==> src/design/kirr_pkg.sv <==
// package for the knock interval recorder: sizes, register defaults, codes and state type
`default_nettype none
package kirr_pkg;

	localparam int MAX_KNOCKS = 10;
	localparam int IDX_W      = (MAX_KNOCKS > 1) ? $clog2(MAX_KNOCKS) : 1;
	localparam int CNT_W      = $clog2(MAX_KNOCKS + 1);
	localparam int TICK_W     = 13;
	localparam logic [TICK_W-1:0] TICK_MAX = '1;

	localparam int LONG_W  = 12;
	localparam int SHORT_W = 8;
	localparam int KNOCKS_W = 4;
	localparam int CFG_IDX_W = 2;

	localparam logic [LONG_W-1:0]  IDLE_RESET = 12'd1500;
	localparam logic [LONG_W-1:0]  COOL_RESET = 12'd500;
	localparam logic [SHORT_W-1:0] ON_RESET   = 8'd50;
	localparam logic [SHORT_W-1:0] OFF_RESET  = 8'd150;

	typedef enum logic [CFG_IDX_W-1:0] {
		REG_IDLE = 2'd0,
		REG_COOL = 2'd1,
		REG_ON   = 2'd2,
		REG_OFF  = 2'd3
	} cfg_reg_t;

	typedef enum logic [2:0] {
		ST_WAIT,
		ST_REC,
		ST_GAP,
		ST_ON,
		ST_OFF,
		ST_COOL
	} state_t;

	localparam logic [1:0] PHASE_WAIT = 2'd0;
	localparam logic [1:0] PHASE_REC  = 2'd1;
	localparam logic [1:0] PHASE_PLAY = 2'd2;
	localparam logic [1:0] PHASE_COOL = 2'd3;

endpackage
`default_nettype wire

==> src/design/kirr_ram.sv <==
// interval store: one write port, one registered read port with write forwarding
`default_nettype none
module kirr_ram #(
	parameter int DEPTH = 10,
	parameter int WIDTH = 13,
	parameter int AW    = 4
) (
	input  wire logic             clk,
	input  wire logic             wr_en,
	input  wire logic [AW-1:0]    wr_addr,
	input  wire logic [WIDTH-1:0] wr_data,
	input  wire logic [AW-1:0]    rd_addr,
	output logic      [WIDTH-1:0] rd_data
);

	logic [WIDTH-1:0] mem [DEPTH];

	always_ff @(posedge clk) begin
		if (wr_en) begin
			mem[wr_addr] <= wr_data;
		end
	end

	// same-entry write and read in one cycle returns the new value
	always_ff @(posedge clk) begin
		if (wr_en && (wr_addr == rd_addr)) begin
			rd_data <= wr_data;
		end else begin
			rd_data <= mem[rd_addr];
		end
	end

endmodule
`default_nettype wire

==> src/design/knock_interval_record_replay.sv <==
// top level of the knock interval recorder and replayer
`default_nettype none
// Usage:
// one input item per millisecond tick carries pin_level (0 = knock pressed).
// every accepted item yields exactly one result item (led_on, phase,
// knocks_stored) showing the state after that tick.
// the result is registered and is valid in the cycle after the item is accepted.
// throughput: one item per cycle while the receiver is not stalling; the tick
// update, the interval store read (address issued with the update) and the
// output register all keep up with that rate.
// in_ready is high whenever the output register is empty or being taken,
// so a stalled receiver holds the result and stops intake one item later.
// the configuration channel is always ready and writes one of four
// timing registers per handshake; it is meant to be used while idle.
// reset (arst_n low) returns to waiting with an empty store and the
// default timings; the store contents themselves are not cleared.
module knock_interval_record_replay
	import kirr_pkg::*;
(
	input  wire logic                 clk,
	input  wire logic                 arst_n,
	input  wire logic                 in_valid,
	output logic                      in_ready,
	input  wire logic                 pin_level,
	output logic                      out_valid,
	input  wire logic                 out_ready,
	output logic                      led_on,
	output logic [1:0]                phase,
	output logic [KNOCKS_W-1:0]       knocks_stored,
	input  wire logic                 cfg_valid,
	output logic                      cfg_ready,
	input  wire logic [CFG_IDX_W-1:0] cfg_index,
	input  wire logic [LONG_W-1:0]    cfg_data
);

	logic [LONG_W-1:0]  idle_q, cool_q;
	logic [SHORT_W-1:0] on_q, off_q;

	state_t             state_q, state_d;
	logic [CNT_W-1:0]   count_q, count_d, count_rec;
	logic [IDX_W-1:0]   replay_q, replay_d, rd_addr, wr_addr, srch_idx;
	logic [TICK_W-1:0]  tick_q, tick_d, t, wr_data, rd_data;
	logic               last_q, last_d;
	logic [MAX_KNOCKS-1:0] nz_q, nz_eff;

	logic               in_acc, pressed, rise, store_ok, rec_store, wr_raw, wr_en;
	logic               skip, srch_found, rec_done;
	logic [CNT_W-1:0]   srch_start;
	state_t             srch_state, cool_state, off_state, on_state;

	logic               out_valid_q, led_q;
	logic [1:0]         phase_q;
	logic [KNOCKS_W-1:0] knocks_q;

	assign in_ready  = !out_valid_q || out_ready;
	assign in_acc    = in_valid && in_ready;
	assign cfg_ready = 1'b1;

	always_ff @(posedge clk or negedge arst_n) begin
		if (!arst_n) begin
			idle_q <= IDLE_RESET;
			cool_q <= COOL_RESET;
			on_q   <= ON_RESET;
			off_q  <= OFF_RESET;
		end else if (cfg_valid) begin
			unique case (cfg_index)
				REG_IDLE: idle_q <= cfg_data;
				REG_COOL: cool_q <= cfg_data;
				REG_ON:   on_q   <= cfg_data[SHORT_W-1:0];
				REG_OFF:  off_q  <= cfg_data[SHORT_W-1:0];
				default: ;
			endcase
		end
	end

	// tick and knock detection
	assign t         = (tick_q == TICK_MAX) ? tick_q : tick_q + 1'b1;
	assign pressed   = ~pin_level;
	assign rise      = pressed && !last_q;
	assign store_ok  = count_q < CNT_W'(MAX_KNOCKS);
	assign rec_store = (state_q == ST_REC) && rise && store_ok;
	assign count_rec = count_q + CNT_W'(rec_store);

	assign wr_raw  = ((state_q == ST_WAIT) && rise) || rec_store;
	assign wr_en   = wr_raw && in_acc;
	assign wr_addr = (state_q == ST_WAIT) ? '0 : count_q[IDX_W-1:0];
	assign wr_data = (state_q == ST_WAIT) ? '0 : t;

	// nonzero flags including the entry written this tick
	always_comb begin
		for (int i = 0; i < MAX_KNOCKS; i++) begin
			if (wr_raw && (wr_addr == IDX_W'(i))) begin
				nz_eff[i] = (wr_data != '0);
			end else begin
				nz_eff[i] = nz_q[i];
			end
		end
	end

	// next replay entry; with both blink lengths zero, zero intervals are skipped
	assign skip       = (on_q == '0) && (off_q == '0);
	assign srch_start = (state_q == ST_REC) ? '0 : CNT_W'({1'b0, replay_q} + 1'b1);

	always_comb begin
		srch_found = 1'b0;
		srch_idx   = '0;
		for (int i = MAX_KNOCKS - 1; i >= 0; i--) begin
			if ((CNT_W'(i) >= srch_start) && (CNT_W'(i) < count_rec)
					&& (nz_eff[i] || !skip)) begin
				srch_found = 1'b1;
				srch_idx   = IDX_W'(i);
			end
		end
	end

	assign cool_state = (cool_q == '0) ? ST_WAIT : ST_COOL;
	assign off_state  = (off_q != '0) ? ST_OFF : srch_state;
	assign on_state   = (on_q != '0) ? ST_ON : off_state;

	always_comb begin
		if (!srch_found) begin
			srch_state = cool_state;
		end else if (nz_eff[srch_idx]) begin
			srch_state = ST_GAP;
		end else if (on_q != '0) begin
			srch_state = ST_ON;
		end else begin
			srch_state = ST_OFF;
		end
	end

	assign rec_done = ({1'b0, idle_q} < t)
		|| (rise && (!store_ok || (count_rec >= CNT_W'(MAX_KNOCKS))));

	always_comb begin
		state_d  = state_q;
		count_d  = count_q;
		replay_d = replay_q;
		tick_d   = t;
		last_d   = last_q;
		unique case (state_q)
			ST_WAIT: begin
				last_d  = pressed;
				tick_d  = '0;
				count_d = '0;
				if (rise) begin
					count_d = CNT_W'(1);
					state_d = ST_REC;
				end
			end
			ST_REC: begin
				last_d  = pressed;
				count_d = count_rec;
				if (rise) begin
					tick_d = '0;
				end
				if (rec_done) begin
					tick_d  = '0;
					state_d = srch_state;
					if (srch_found) begin
						replay_d = srch_idx;
					end else begin
						count_d = '0;
					end
				end
			end
			ST_GAP: begin
				if (t >= rd_data) begin
					tick_d  = '0;
					state_d = on_state;
					if ((on_q == '0) && (off_q == '0)) begin
						if (srch_found) begin
							replay_d = srch_idx;
						end else begin
							count_d = '0;
						end
					end
				end
			end
			ST_ON: begin
				if (t >= {5'd0, on_q}) begin
					tick_d  = '0;
					state_d = off_state;
					if (off_q == '0) begin
						if (srch_found) begin
							replay_d = srch_idx;
						end else begin
							count_d = '0;
						end
					end
				end
			end
			ST_OFF: begin
				if (t >= {5'd0, off_q}) begin
					tick_d  = '0;
					state_d = srch_state;
					if (srch_found) begin
						replay_d = srch_idx;
					end else begin
						count_d = '0;
					end
				end
			end
			ST_COOL: begin
				if (t >= {1'b0, cool_q}) begin
					tick_d  = '0;
					count_d = '0;
					state_d = ST_WAIT;
				end
			end
			default: begin
				tick_d  = '0;
				count_d = '0;
				state_d = ST_WAIT;
			end
		endcase
	end

	always_ff @(posedge clk or negedge arst_n) begin
		if (!arst_n) begin
			state_q  <= ST_WAIT;
			count_q  <= '0;
			replay_q <= '0;
			tick_q   <= '0;
			last_q   <= 1'b0;
		end else if (in_acc) begin
			state_q  <= state_d;
			count_q  <= count_d;
			replay_q <= replay_d;
			tick_q   <= tick_d;
			last_q   <= last_d;
		end
	end

	always_ff @(posedge clk) begin
		if (wr_en) begin
			nz_q <= nz_eff;
		end
	end

	// read address follows the replay index so rd_data always holds its interval
	assign rd_addr = in_acc ? replay_d : replay_q;

	kirr_ram #(
		.DEPTH (MAX_KNOCKS),
		.WIDTH (TICK_W),
		.AW    (IDX_W)
	) u_store (
		.clk     (clk),
		.wr_en   (wr_en),
		.wr_addr (wr_addr),
		.wr_data (wr_data),
		.rd_addr (rd_addr),
		.rd_data (rd_data)
	);

	// result item register
	always_ff @(posedge clk or negedge arst_n) begin
		if (!arst_n) begin
			out_valid_q <= 1'b0;
		end else if (in_acc) begin
			out_valid_q <= 1'b1;
		end else if (out_ready) begin
			out_valid_q <= 1'b0;
		end
	end

	always_ff @(posedge clk) begin
		if (in_acc) begin
			led_q    <= (state_d == ST_ON);
			knocks_q <= KNOCKS_W'(count_d);
			unique case (state_d)
				ST_WAIT: phase_q <= PHASE_WAIT;
				ST_REC:  phase_q <= PHASE_REC;
				ST_COOL: phase_q <= PHASE_COOL;
				default: phase_q <= PHASE_PLAY;
			endcase
		end
	end

	assign out_valid     = out_valid_q;
	assign led_on        = led_q;
	assign phase         = phase_q;
	assign knocks_stored = knocks_q;

	a_rec_nonempty: assert property (@(posedge clk) disable iff (!arst_n)
		(state_q == ST_REC) |-> (count_q != '0))
		else $error("recording with an empty store");

	a_replay_in_range: assert property (@(posedge clk) disable iff (!arst_n)
		((state_q == ST_GAP) || (state_q == ST_ON) || (state_q == ST_OFF))
			|-> ({1'b0, replay_q} < {1'b0, count_q}))
		else $error("replay index beyond stored entries");

	a_count_bound: assert property (@(posedge clk) disable iff (!arst_n)
		count_q <= CNT_W'(MAX_KNOCKS))
		else $error("store count above capacity");

	a_led_in_replay: assert property (@(posedge clk) disable iff (!arst_n)
		(out_valid_q && led_q) |-> (phase_q == PHASE_PLAY))
		else $error("led lit outside replay");

	a_gap_nonzero: assert property (@(posedge clk) disable iff (!arst_n)
		(in_acc && (state_d == ST_GAP) && (state_q != ST_GAP)) |=> (rd_data != '0))
		else $error("interval wait entered on a zero interval");

endmodule
`default_nettype wire
==> config.mk <==
export PLATFORM = sky130hd
export DESIGN_NAME = knock_interval_record_replay
export DESIGN_NICKNAME = d
export VERILOG_FILES = /design/src/design/kirr_pkg.sv /design/src/design/kirr_ram.sv /design/src/design/knock_interval_record_replay.sv
export SDC_FILE = /design/constraint.sdc
export NUM_CORES = 1
export LEC_CHECK = 0
export ABC_CLOCK_PERIOD_IN_PS = 6700
export BUFFER_PORTS_ARGS = -buffer_cell sky130_fd_sc_hd__buf_2
export CAP_MARGIN = 20
export CORE_MARGIN = 2
export CORE_UTILIZATION = 63
export DETAILED_ROUTE_END_ITERATION = 16
export PLACE_DENSITY = 0.76
export SLEW_MARGIN = 10
export SYNTH_ARGS = -nofsm -noshare
export SYNTH_HDL_FRONTEND = slang
export SYNTH_SLANG_ARGS = --single-unit
==> constraint.sdc <==
create_clock -name clk -period 6.7 [get_ports clk]
set_clock_uncertainty 0.15 [all_clocks]
set_input_delay 0.67 -clock clk [delete_from_list [all_inputs] [get_ports clk]]
set_output_delay 0.67 -clock clk [all_outputs]
set_load 0.02 [all_outputs]
==> flow_metrics.env, run 1 <==
export IMPL_syn_num_nets=1048
export IMPL_grt_pass1_wl_mm=43.02
export IMPL_h_tree_depth=1
export IMPL_syn_to_final_growth_pct=10.45
export IMPL_die_area_mm2=0.01960
export IMPL_r2r_slack_ps=1100
export IMPL_reg2regPathDepth=16
export IMPL_grt_overflow=0
export IMPL_crit_fanout=13
export IMPL_outcome="completed"
export IMPL_io_pins=30
export IMPL_routed_wl_mm=27.38
export IMPL_yosysSeqAreaShare=0.5297
export IMPL_tightestPinTransition_ps=1047
export IMPL_synth_top_family_by_area="multiplexers"
export IMPL_cts_path_max_buffers=3
export IMPL_timing_rr_end="phase[0]$_DFFE_PP_"
export IMPL_timing_fmax_mhz=178.4
export IMPL_postCtsSetupBuffers=0
export IMPL_register_area_mm2=0.006172
export IMPL_ant_nets=0
export IMPL_fillerInstances=1263
export IMPL_clk_latency_ps=520
export IMPL_worst_setup_path_end_kind="flop"
export IMPL_cts_resized=0
export IMPL_synth_edf_count=147
export IMPL_grt_pass1_vias=7798
export IMPL_finalSetupViolCount=0
export IMPL_hold_viol_final=0
export IMPL_grt_usage=0.2799
export IMPL_fin_cells=1246
export IMPL_cap_violations=0
export IMPL_cp_slowest_cell="nor4b_4"
export IMPL_multi_input_area_mm2=0.005116
export IMPL_crit_chain="ha_1, nand3_1, nor3_1, mux2i_1, nand4b_1, nor4b_4, buf_4, mux2i_1, o221ai_1, a311oi_1, o31ai_2, mux2_1, nor2_1, o21ai_1, a21oi_1, nor3b_2"
export IMPL_core_area_mm2=0.01802
export IMPL_yosys_area_share_adder=0.06229
export IMPL_combPwrFrac=0.279
export IMPL_cts_made_buffers=24
export IMPL_drv_slew=0
export IMPL_dp_hpwl_mm=18.64
export IMPL_dp_cells=1201
export IMPL_antenna_found_initial=0
export IMPL_drt_iter0_drc=886
export IMPL_switchingPower_mw=1.373
export IMPL_max_stage_delay_ps=860
export IMPL_power_density_mw_per_mm2=328.1
export IMPL_syn_cell_area_mm2=0.01165
export IMPL_first_pass_iters=5
export IMPL_portBuffers=28
export IMPL_synthSimpleGateAreaFrac=0.1159
export IMPL_wl_per_cell_um=21.97
export IMPL_post_route_util=0.7139
export IMPL_grt_max_degree=67
export IMPL_fin_nets=1077
export IMPL_power_internal_mw=2.848
export IMPL_root_buffer="clkbuf_16"
export IMPL_pwr_share_seq=0.410
export IMPL_final_layout_size_suffix_gt1_frac=0.2094
export IMPL_setup_worst_path_end="phase[0]$_DFFE_PP_"
export IMPL_synth_area_mux_share=0.1275
export IMPL_cp_common_cell="mux2i_1"
export IMPL_netlist_instances=970
export IMPL_start_util=0.6463
export IMPL_required_ps=6920
export IMPL_antennaDiodeCount=0
export IMPL_synth_compound_area_frac=0.1205
export IMPL_vias=8051
export IMPL_clkSinkCount=217
export IMPL_netSwitchingFraction=0.3253
export IMPL_die_y_um=140.0
export IMPL_mostFrequentLayoutCells="147 x edfxtp_1, 71 x nand2_1, 58 x ha_1"
export IMPL_drc=0
export IMPL_dpl_cell_area_mm2=0.01206
export IMPL_hp_class="in2async"
export IMPL_avgSynthCellArea_um2=12.01
export IMPL_worst_ir_drop_vdd_mv=0.2949
export IMPL_arrival_ps=5820
export IMPL_stdcell_area_mm2=0.01287
export IMPL_rsz0062_at_grt="no"
export IMPL_critPathLaunch="tick_q[0]$_DFFE_PN0P_"
export IMPL_rows=49
export IMPL_p_leak_nw=4.991
export IMPL_post_route_period_util=0.8365
export IMPL_vias_per_cell=6.461
export IMPL_path_class="reg2reg"
export IMPL_clk_pin_slew_ps=70
export IMPL_critPathLaunchType="flop"
export IMPL_yosysWarnings=0
export IMPL_final_common_cell="edfxtp_1"
export IMPL_synthXorXnorAreaFrac=0.008270
export IMPL_ys_ff_latch=217
export IMPL_r2r_start="tick_q[0]$_DFFE_PN0P_"
export IMPL_die_x_um=140.0
export IMPL_place_congestion=0.9970
export IMPL_ctsHoldBuffers=0
export IMPL_finalSetupTns_ps=0
export IMPL_async_reset_ff_frac=0.3041
export IMPL_cts_tree="yes"
export IMPL_period_needed_ps=5604
export IMPL_max_slew_margin=0.2954
export IMPL_ys_flop_type="edfxtp_1"
export IMPL_pwr_share_clk=0.311
export IMPL_synthDistinctLibCells=82
through the flow:
| stage | power, mW | setup slack, ps | hold WS (ps) |
|---|---|---|---|
| after floorplan | 2.594 | 2045 | 224.4 |
| after CTS | 4.227 | 1187 | 201.8 |
| after global routing | 4.424 | 761.9 | 218.1 |
| after global placement | 2.893 | 1380 | 358.8 |
| after detailed placement | 2.914 | 1214 | 356.5 |
| final | 4.221 | 1096 | 188.0 |
cell families (layout without fill, tap and decap cells):
kind of cell    count (synthesis)  in the layout
mux                           109            109
fa+ha+maj                      58             58
compound gates                209            209
flops                         217            217
other cells                     1              1
xor+xnor                       11             11
buf+inv                       100            147
simple gates                  265            265
power groups by stage:
stage                     clock network [mW]  logic, mW  registers (mW)
after floorplan                            0      0.940            1.65
after global placement                     0       1.14            1.76
after detailed placement                   0       1.16            1.76
after CTS                               1.33       1.17            1.73
after global routing                    1.38       1.30            1.75
final                                   1.31       1.18            1.73
worst max-delay path: cells and delay by family, from the launching register on:
family	cells	cell delay, ps
buffers and inverters	1	290
adders and majority gates	1	270
and+or+nand+nor	6	2040
AOI/OAI and AO/OA	5	1260
DFF	1	490
muxes	3	960
routing by layer:
metal / track usage / share of wire
met1: 0.3926 / 0.43
met2: 0.4668 / 0.48
met3: 0.03453 / 0.062
met4: 0.07947 / 0.028
met5: 0 / 0
final cells by class:
type	instances	area share
Clock buffer	26	0.04891
Clock inverter	18	0.01264
Inverter	55	0.01604
Multi-Input combinational cell	653	0.3976
Sequential cell	217	0.4797
Tap cell	229	0.02227
Timing Repair Buffer	48	0.02285
synthesized netlist by cell type (all sizes together) (27+ instances only):
library cell / n / area share
o21ai: 65 / 0.028
mux2: 55 / 0.053
dfrtp: 46 / 0.099
ha: 58 / 0.062
nand2: 72 / 0.023
edfxtp: 147 / 0.38
nor2: 54 / 0.017
clkbuf: 30 / 0.0097
inv: 54 / 0.017
nor3: 27 / 0.012
mux2i: 28 / 0.024
flip-flops by register name, indices dropped and copies added (netlist names), named ones only:
signal,cells
u_store.mem,130
off_q,8
last_q,1
led_on,1
on_q,8
idle_q,12
tick_q,13
knocks_stored,4
nz_q,10
out_valid,1
count_q,4
replay_q,4
cool_q,12
state_q,3
phase,2
worst min-delay path by stage:
stage / to / slack, ps / depth (start not counted)
after global placement: idle_q[5]$_DFFE_PN0P_ / 360 / 1
after global routing: out_valid$_DFFE_PN0P_ / 220 / 2
after detailed placement: idle_q[0]$_DFFE_PN0P_ / 360 / 1
final: replay_q[1]$_DFF_PN0_ / 190 / 2
after CTS: out_valid$_DFFE_PN0P_ / 200 / 2
after floorplan: cool_q[0]$_DFFE_PN0P_ / 220 / 0
No activity file was read; power rests on OpenSTA's default activity.
==> inputs of run 2 (changes only) <==
--- a/config.mk
+++ b/config.mk
@@ -5,7 +5,7 @@
 export SDC_FILE = /design/constraint.sdc
 export NUM_CORES = 1
 export LEC_CHECK = 0
-export ABC_CLOCK_PERIOD_IN_PS = 6700
+export ABC_CLOCK_PERIOD_IN_PS = 5250
 export BUFFER_PORTS_ARGS = -buffer_cell sky130_fd_sc_hd__buf_2
 export CAP_MARGIN = 20
 export CORE_MARGIN = 2
==> constraint.sdc (replaced) <==
create_clock -name clk -period 5.25 [get_ports clk]
set_clock_uncertainty 0.15 [all_clocks]
set_input_delay 0.525 -clock clk [delete_from_list [all_inputs] [get_ports clk]]
set_output_delay 0.525 -clock clk [all_outputs]
set_load 0.02 [all_outputs]
==> run 2 against run 1 <==
Final cell count is 1.4% higher. Fmax grew 13%. Sequential share of layout area is 0.78 points lower. Critical path depth is 5 higher. Final area grew 1.6%. Core utilization rose by 1.2 points. Non-clock buffer count is 20 higher. Global-route usage is 0.73 points higher. Hold slack got worse by 140 ps. Register-to-register slack worse by 780 ps.
==> flow_metrics.env, run 2 (synthesis gave the netlist of run 1 again) <==
export IMPL_outcome="completed"
export IMPL_power_density_mw_per_mm2=420.3
export IMPL_hold_viol_final=0
export IMPL_power_internal_mw=3.744
export IMPL_critPathLaunchType="flop"
export IMPL_pwr_share_seq=0.392
export IMPL_grt_pass1_wl_mm=44.08
export IMPL_pwr_share_clk=0.313
export IMPL_antennaDiodeCount=0
export IMPL_drv_slew=0
export IMPL_ant_nets=0
export IMPL_cts_path_max_buffers=3
export IMPL_period_needed_ps=4938
export IMPL_arrival_ps=5210
export IMPL_routed_wl_mm=27.64
export IMPL_switchingPower_mw=1.752
export IMPL_rows=49
export IMPL_die_x_um=140.0
export IMPL_timing_fmax_mhz=202.5
export IMPL_grt_max_degree=67
export IMPL_fin_nets=1096
export IMPL_clk_pin_slew_ps=60
export IMPL_top_register="u_store.mem"
export IMPL_vias=8140
export IMPL_tightestPinTransition_ps=867.7
export IMPL_first_pass_iters=5
export IMPL_hp_class="in2async"
export IMPL_die_area_mm2=0.01960
export IMPL_multi_input_area_mm2=0.005154
export IMPL_post_route_util=0.7256
export IMPL_grt_overflow=0
export IMPL_wl_per_cell_um=21.87
export IMPL_vias_per_cell=6.440
export IMPL_cts_tree="yes"
export IMPL_cts_resized=0
export IMPL_dp_hpwl_mm=19.33
export IMPL_mostFrequentLayoutCells="147 x edfxtp_1, 71 x nand2_1, 57 x ha_1"
export IMPL_cp_slowest_cell="dfrtp_1"
export IMPL_reg_top3="u_store.mem: 130 flops, tick_q: 13 flops"
export IMPL_finalSetupViolCount=0
export IMPL_fin_cells=1264
export IMPL_path_class="reg2reg"
export IMPL_clk_latency_ps=520
export IMPL_postCtsSetupBuffers=0
export IMPL_core_area_mm2=0.01802
export IMPL_final_layout_size_suffix_gt1_frac=0.2261
export IMPL_crit_chain="ha_1, nand3_1, nor2_1, a21boi_0, or2_2, ha_1, nand2b_1, a21o_1, a21o_1, a21o_1, a21o_1, a21o_1, a211oi_1, o21a_1, o21ai_0, a21boi_0, buf_4, a41o_1, o21ai_0, nand2_1, o31ai_1"
export IMPL_max_slew_margin=0.4216
export IMPL_netSwitchingFraction=0.3188
export IMPL_p_leak_nw=5.105
export IMPL_max_stage_delay_ps=510
export IMPL_h_tree_depth=1
export IMPL_start_util=0.6463
export IMPL_root_buffer="clkbuf_16"
export IMPL_place_congestion=1.050
export IMPL_clkSinkCount=217
export IMPL_portBuffers=28
export IMPL_final_common_cell="edfxtp_1"
export IMPL_cp_common_cell="a21o_1"
export IMPL_die_y_um=140.0
export IMPL_worst_setup_path_end_kind="flop"
export IMPL_drc=0
export IMPL_register_area_mm2=0.006172
export IMPL_syn_to_final_growth_pct=12.27
export IMPL_required_ps=5520
export IMPL_worst_hold_slack_ps=46.11
export IMPL_post_route_period_util=0.9407
export IMPL_fillerInstances=1223
export IMPL_crit_fanout=15
export IMPL_worst_ir_drop_vdd_mv=0.4014
export IMPL_combPwrFrac=0.295
export IMPL_dp_cells=1219
export IMPL_antenna_found_initial=0
export IMPL_grt_pass1_vias=7994
export IMPL_cts_made_buffers=23
export IMPL_drt_iter0_drc=745
export IMPL_ctsHoldBuffers=0
export IMPL_grt_usage=0.2871
export IMPL_largest_reg_flops=130
export IMPL_io_pins=30
export IMPL_cap_violations=0
==> run 2: changes by cell type in the layout (fill, tap and decap cells not counted), sizes merged <==
cell / change
clkbuf: +2
clkinvlp: -3
buf: +20
inv: +1
clkinv: -4
bufinv: +2
==> run 2: final timing paths <==
| check | startpoint | endpoint | slack (ps) | cells after the start |
|---|---|---|---|---|
| max reg2reg | tick_q[0]$_DFFE_PN0P_ | tick_q[0]$_DFFE_PN0P_ | 310 | 21 |
| min | arst_n | out_valid$_DFFE_PN0P_ | 50 | 2 |
| min in group clk | in_valid | out_valid$_DFFE_PN0P_ | 70 | 2 |
| max | tick_q[0]$_DFFE_PN0P_ | tick_q[0]$_DFFE_PN0P_ | 310 | 21 |
| min reg2reg | idle_q[1]$_DFFE_PN0P_ | idle_q[1]$_DFFE_PN0P_ | 370 | 1 |
| max in group asynchronous | arst_n | on_q[3]$_DFFE_PN0P_ | 4320 | 2 |
==> run 2: cell type report <==
type	instances	share of cell area
sequential	217	0.4719
multi-input combinational	653	0.3940
clock buffer	28	0.04707
timing repair buffer	68	0.03454
tap	229	0.02191
inverter	55	0.01578
clock inverter	14	0.01473
==> run 2: power groups by stage <==
| stage | logic, mW | registers [mW] | clock network, mW |
|---|---|---|---|
| 2_1_floorplan | 1.20 | 2.11 | 0 |
| 3_3_place_gp | 1.57 | 2.18 | 0 |
| 3_5_place_dp | 1.58 | 2.18 | 0 |
| 4_1_cts | 1.60 | 2.15 | 1.74 |
| 5_1_grt | 1.77 | 2.17 | 1.80 |
| 6_report | 1.62 | 2.15 | 1.72 |
==> run 2: per-stage QoR <==
stage                     setup WS, ps  power, mW  cell area [um^2]  TNS (ps)
after floorplan                  595.2      3.311             11650         0
after global placement           316.8      3.749             12200         0
after detailed placement         332.5      3.766             12200         0
after CTS                        273.7      5.497             13010         0
after global routing            -27.79      5.744             13080    -28.96
final                            311.5      5.496             13080         0
==> run 2: critical path, delay by kind of cell (launching register included) <==
kind,cells,cell delay [ps]
AND/OR/NAND/NOR,5,990
buffers and inverters,1,180
flip-flops,1,510
AO/OA/AOI/OAI,13,2450
adder cells (fa/ha/maj),2,570
==> run 2: routing by layer <==
| layer | vias up | global-route usage | wire, um |
|---|---|---|---|
| met2 | 330 | 0.4701 | 13030 |
| li1 | 3766 | - | - |
| met5 | - | 0 | 0 |
| met3 | 67 | 0.03248 | 1741 |
| met4 | 0 | 0.08947 | 886 |
| met1 | 3977 | 0.4089 | 11980 |
==> inputs of run 3 (changes only) <==
--- a/config.mk
+++ b/config.mk
@@ -8,10 +8,12 @@
 export ABC_CLOCK_PERIOD_IN_PS = 5250
 export BUFFER_PORTS_ARGS = -buffer_cell sky130_fd_sc_hd__buf_2
 export CAP_MARGIN = 20
+export CELL_PAD_IN_SITES_DETAIL_PLACEMENT = 0
+export CELL_PAD_IN_SITES_GLOBAL_PLACEMENT = 1
 export CORE_MARGIN = 2
-export CORE_UTILIZATION = 63
+export CORE_UTILIZATION = 52
 export DETAILED_ROUTE_END_ITERATION = 16
-export PLACE_DENSITY = 0.76
+export PLACE_DENSITY = 0.9
 export SLEW_MARGIN = 10
 export SYNTH_ARGS = -nofsm -noshare
 export SYNTH_HDL_FRONTEND = slang
==> run 3 against run 2 <==
Final cell count increased by 3.8%. Via count decreased by 1.1%. Non-clock buffer count decreased by 1. Die area increased by 21%. Count of clock-buffer cells in the layout decreased by 3. Core utilization decreased by 13 points. Combinational power about the same. Fmax increased by 0.75%. Routed wire length increased by 1.5%. Sequential power about the same. Critical path depth decreased by 1. Critical endpoint is now count_q[0]$_DFFE_PN0P_.
==> flow_metrics.env, run 3 (synthesis gave the netlist of run 1 again) <==
export IMPL_power_total_mw=5.512
export IMPL_timing_fmax_mhz=204.0
export IMPL_required_ps=5500
export IMPL_critical_path_cell_count=20
export IMPL_syn_to_final_growth_pct=12.74
export IMPL_final_layout_size_suffix_gt1_frac=0.2297
export IMPL_cts_made_buffers=22
export IMPL_postCtsSetupBuffers=0
export IMPL_final_common_cell="edfxtp_1"
export IMPL_start_util=0.5322
export IMPL_period_needed_ps=4902
export IMPL_grt_max_degree=67
export IMPL_ctsHoldBuffers=0
export IMPL_die_y_um=153.7
export IMPL_path_delay_family="compound AO/OA/AOI/OAI gates"
export IMPL_routed_wl_mm=28.04
export IMPL_grt_pass1_vias=8092
export IMPL_clk_pin_slew_ps=70
export IMPL_cp_slowest_cell="a21boi_0"
export IMPL_max_slew_margin=0.3469
export IMPL_arrival_ps=5150
export IMPL_register_area_mm2=0.006173
export IMPL_use_met1=0.3403
export IMPL_crit_chain="ha_1, and3_2, nand2_2, nor2_1, mux2i_1, inv_1, ha_1, a21o_1, a21o_1, a21o_1, a21o_1, a21o_1, a211oi_1, o21a_1, o21ai_0, a21boi_0, nand3_1, a22oi_1, a21oi_1, mux2_2"
export IMPL_max_stage_delay_ps=490
export IMPL_place_congestion=0.9250
export IMPL_h_tree_depth=1
export IMPL_core_area_mm2=0.02189
export IMPL_grt_overflow=0
export IMPL_critPathBufInv=1
export IMPL_grtUsageMet3=0.02931
export IMPL_power_density_mw_per_mm2=419.7
export IMPL_grt_pass1_wl_mm=44.71
export IMPL_die_x_um=153.7
export IMPL_portBuffers=28
export IMPL_outcome="completed"
export IMPL_mostFrequentLayoutCells="147 x edfxtp_1, 71 x nand2_1, 58 x ha_1"
export IMPL_cts_path_max_buffers=3
export IMPL_clk_latency_ps=520
export IMPL_worst_ir_drop_vdd_mv=0.3112
export IMPL_worst_setup_path_end_kind="flop"
export IMPL_finalSetupViolCount=0
export IMPL_tightestPinTransition_ps=978.6
export IMPL_path_class="reg2reg"
export IMPL_fin_nets=1094
export IMPL_busiest_layer="met2"
export IMPL_rsz0062_at_grt="no"
export IMPL_hold_viol_final=0
export IMPL_antenna_found_initial=0
export IMPL_reg2regPathDepth=20
export IMPL_wl_per_cell_um=21.37
export IMPL_critPathLaunchType="flop"
export IMPL_cts_resized=0
export IMPL_reg_top3="u_store.mem: 130 flops, tick_q: 13 flops"
export IMPL_vias=8049
export IMPL_top_register="u_store.mem"
export IMPL_first_pass_iters=5
export IMPL_fillerInstances=1784
export IMPL_p_leak_nw=5.044
export IMPL_clkSinkCount=217
export IMPL_cap_violations=0
export IMPL_ant_nets=0
export IMPL_rows=54
export IMPL_die_area_mm2=0.02362
export IMPL_dp_hpwl_mm=19.97
export IMPL_cts_tree="yes"
export IMPL_grt_usage=0.2398
export IMPL_dp_cells=1272
export IMPL_post_route_period_util=0.9337
export IMPL_hp_class="in2async"
export IMPL_antennaDiodeCount=0
export IMPL_fin_cells=1312
export IMPL_multi_input_area_mm2=0.005142
export IMPL_cp_common_cell="a21o_1"
export IMPL_largest_reg_flops=130
export IMPL_drv_slew=0
export IMPL_grt_use_met2=0.3962
export IMPL_drt_iter0_drc=619
export IMPL_drc=0
export IMPL_vias_per_cell=6.135
export IMPL_root_buffer="clkbuf_16"
export IMPL_io_pins=30
export IMPL_crit_fanout=11
export IMPL_finalSetupTns_ps=0
==> run 3: changes by cell type in the layout (fill, tap and decap cells not counted), moves of 2 or more <==
cell | before | now
buf_6 | 3 | 0
clkbuf_1 | 4 | 1
clkinv_1 | 4 | 1
clkinv_2 | 2 | 5
clkinvlp_4 | 1 | 3
nor2_1 | 54 | 52
nor2_2 | 0 | 2
==> run 3: cell type report <==
class,instances,share of cell area
sequential,217,0.4700
multi-input combinational,653,0.3915
clock buffer,25,0.04516
timing repair buffer,67,0.03391
tap,280,0.02667
clock inverter,15,0.01696
inverter,55,0.01572
==> run 3: through the flow <==
step	hold WS, ps	utilization	setup slack, ps	area [um^2]
6_report	63.63	0.6000	348.2	13130
2_1_floorplan	79.41	-	595.2	11650
3_5_place_dp	357.5	0.5614	317.1	12290
3_3_place_gp	346.8	0.5614	271.7	12290
5_1_grt	61.87	0.6000	2.938	13130
4_1_cts	50.06	0.5987	277.7	13110
==> run 3: where the power goes <==
group          switching, mW  leakage, nW  internal, mW
logic                  0.933         2.56         0.704
clock network          0.679        0.393          1.07
registers              0.124         2.09          2.01
total                   1.74         5.04          3.78
==> run 3: worst paths after layout <==
kind,end,slack (ps),startpoint
setup / recovery,count_q[0]$_DFFE_PN0P_,350,tick_q[0]$_DFFE_PN0P_
hold / removal,on_q[3]$_DFFE_PN0P_,60,arst_n
setup reg to reg,count_q[0]$_DFFE_PN0P_,350,tick_q[0]$_DFFE_PN0P_
hold reg to reg,idle_q[1]$_DFFE_PN0P_,380,idle_q[1]$_DFFE_PN0P_
max in group asynchronous,tick_q[0]$_DFFE_PN0P_,4280,arst_n
min in group clk,out_valid$_DFFE_PN0P_,60,in_valid
==> run 3: worst reg2reg max path, cell delays in order (launching register included) <==
cell and delay, ps:
dfrtp_2 450, ha_1 240, and3_2 280, nand2_2 110, nor2_1 200, mux2i_1 240
inv_1 170, ha_1 310, a21o_1 100, a21o_1 100, a21o_1 120, a21o_1 110
a21o_1 110, a211oi_1 70, o21a_1 190, o21ai_0 390, a21boi_0 490, nand3_1 300
a22oi_1 260, a21oi_1 120, mux2_2 280
==> run 3: per-layer routing <==
metal / vias up / part of all wire
li1: 3759 / -
met1: 3963 / 0.44
met2: 273 / 0.48
met3: 54 / 0.054
met4: 0 / 0.024
met5: - / 0
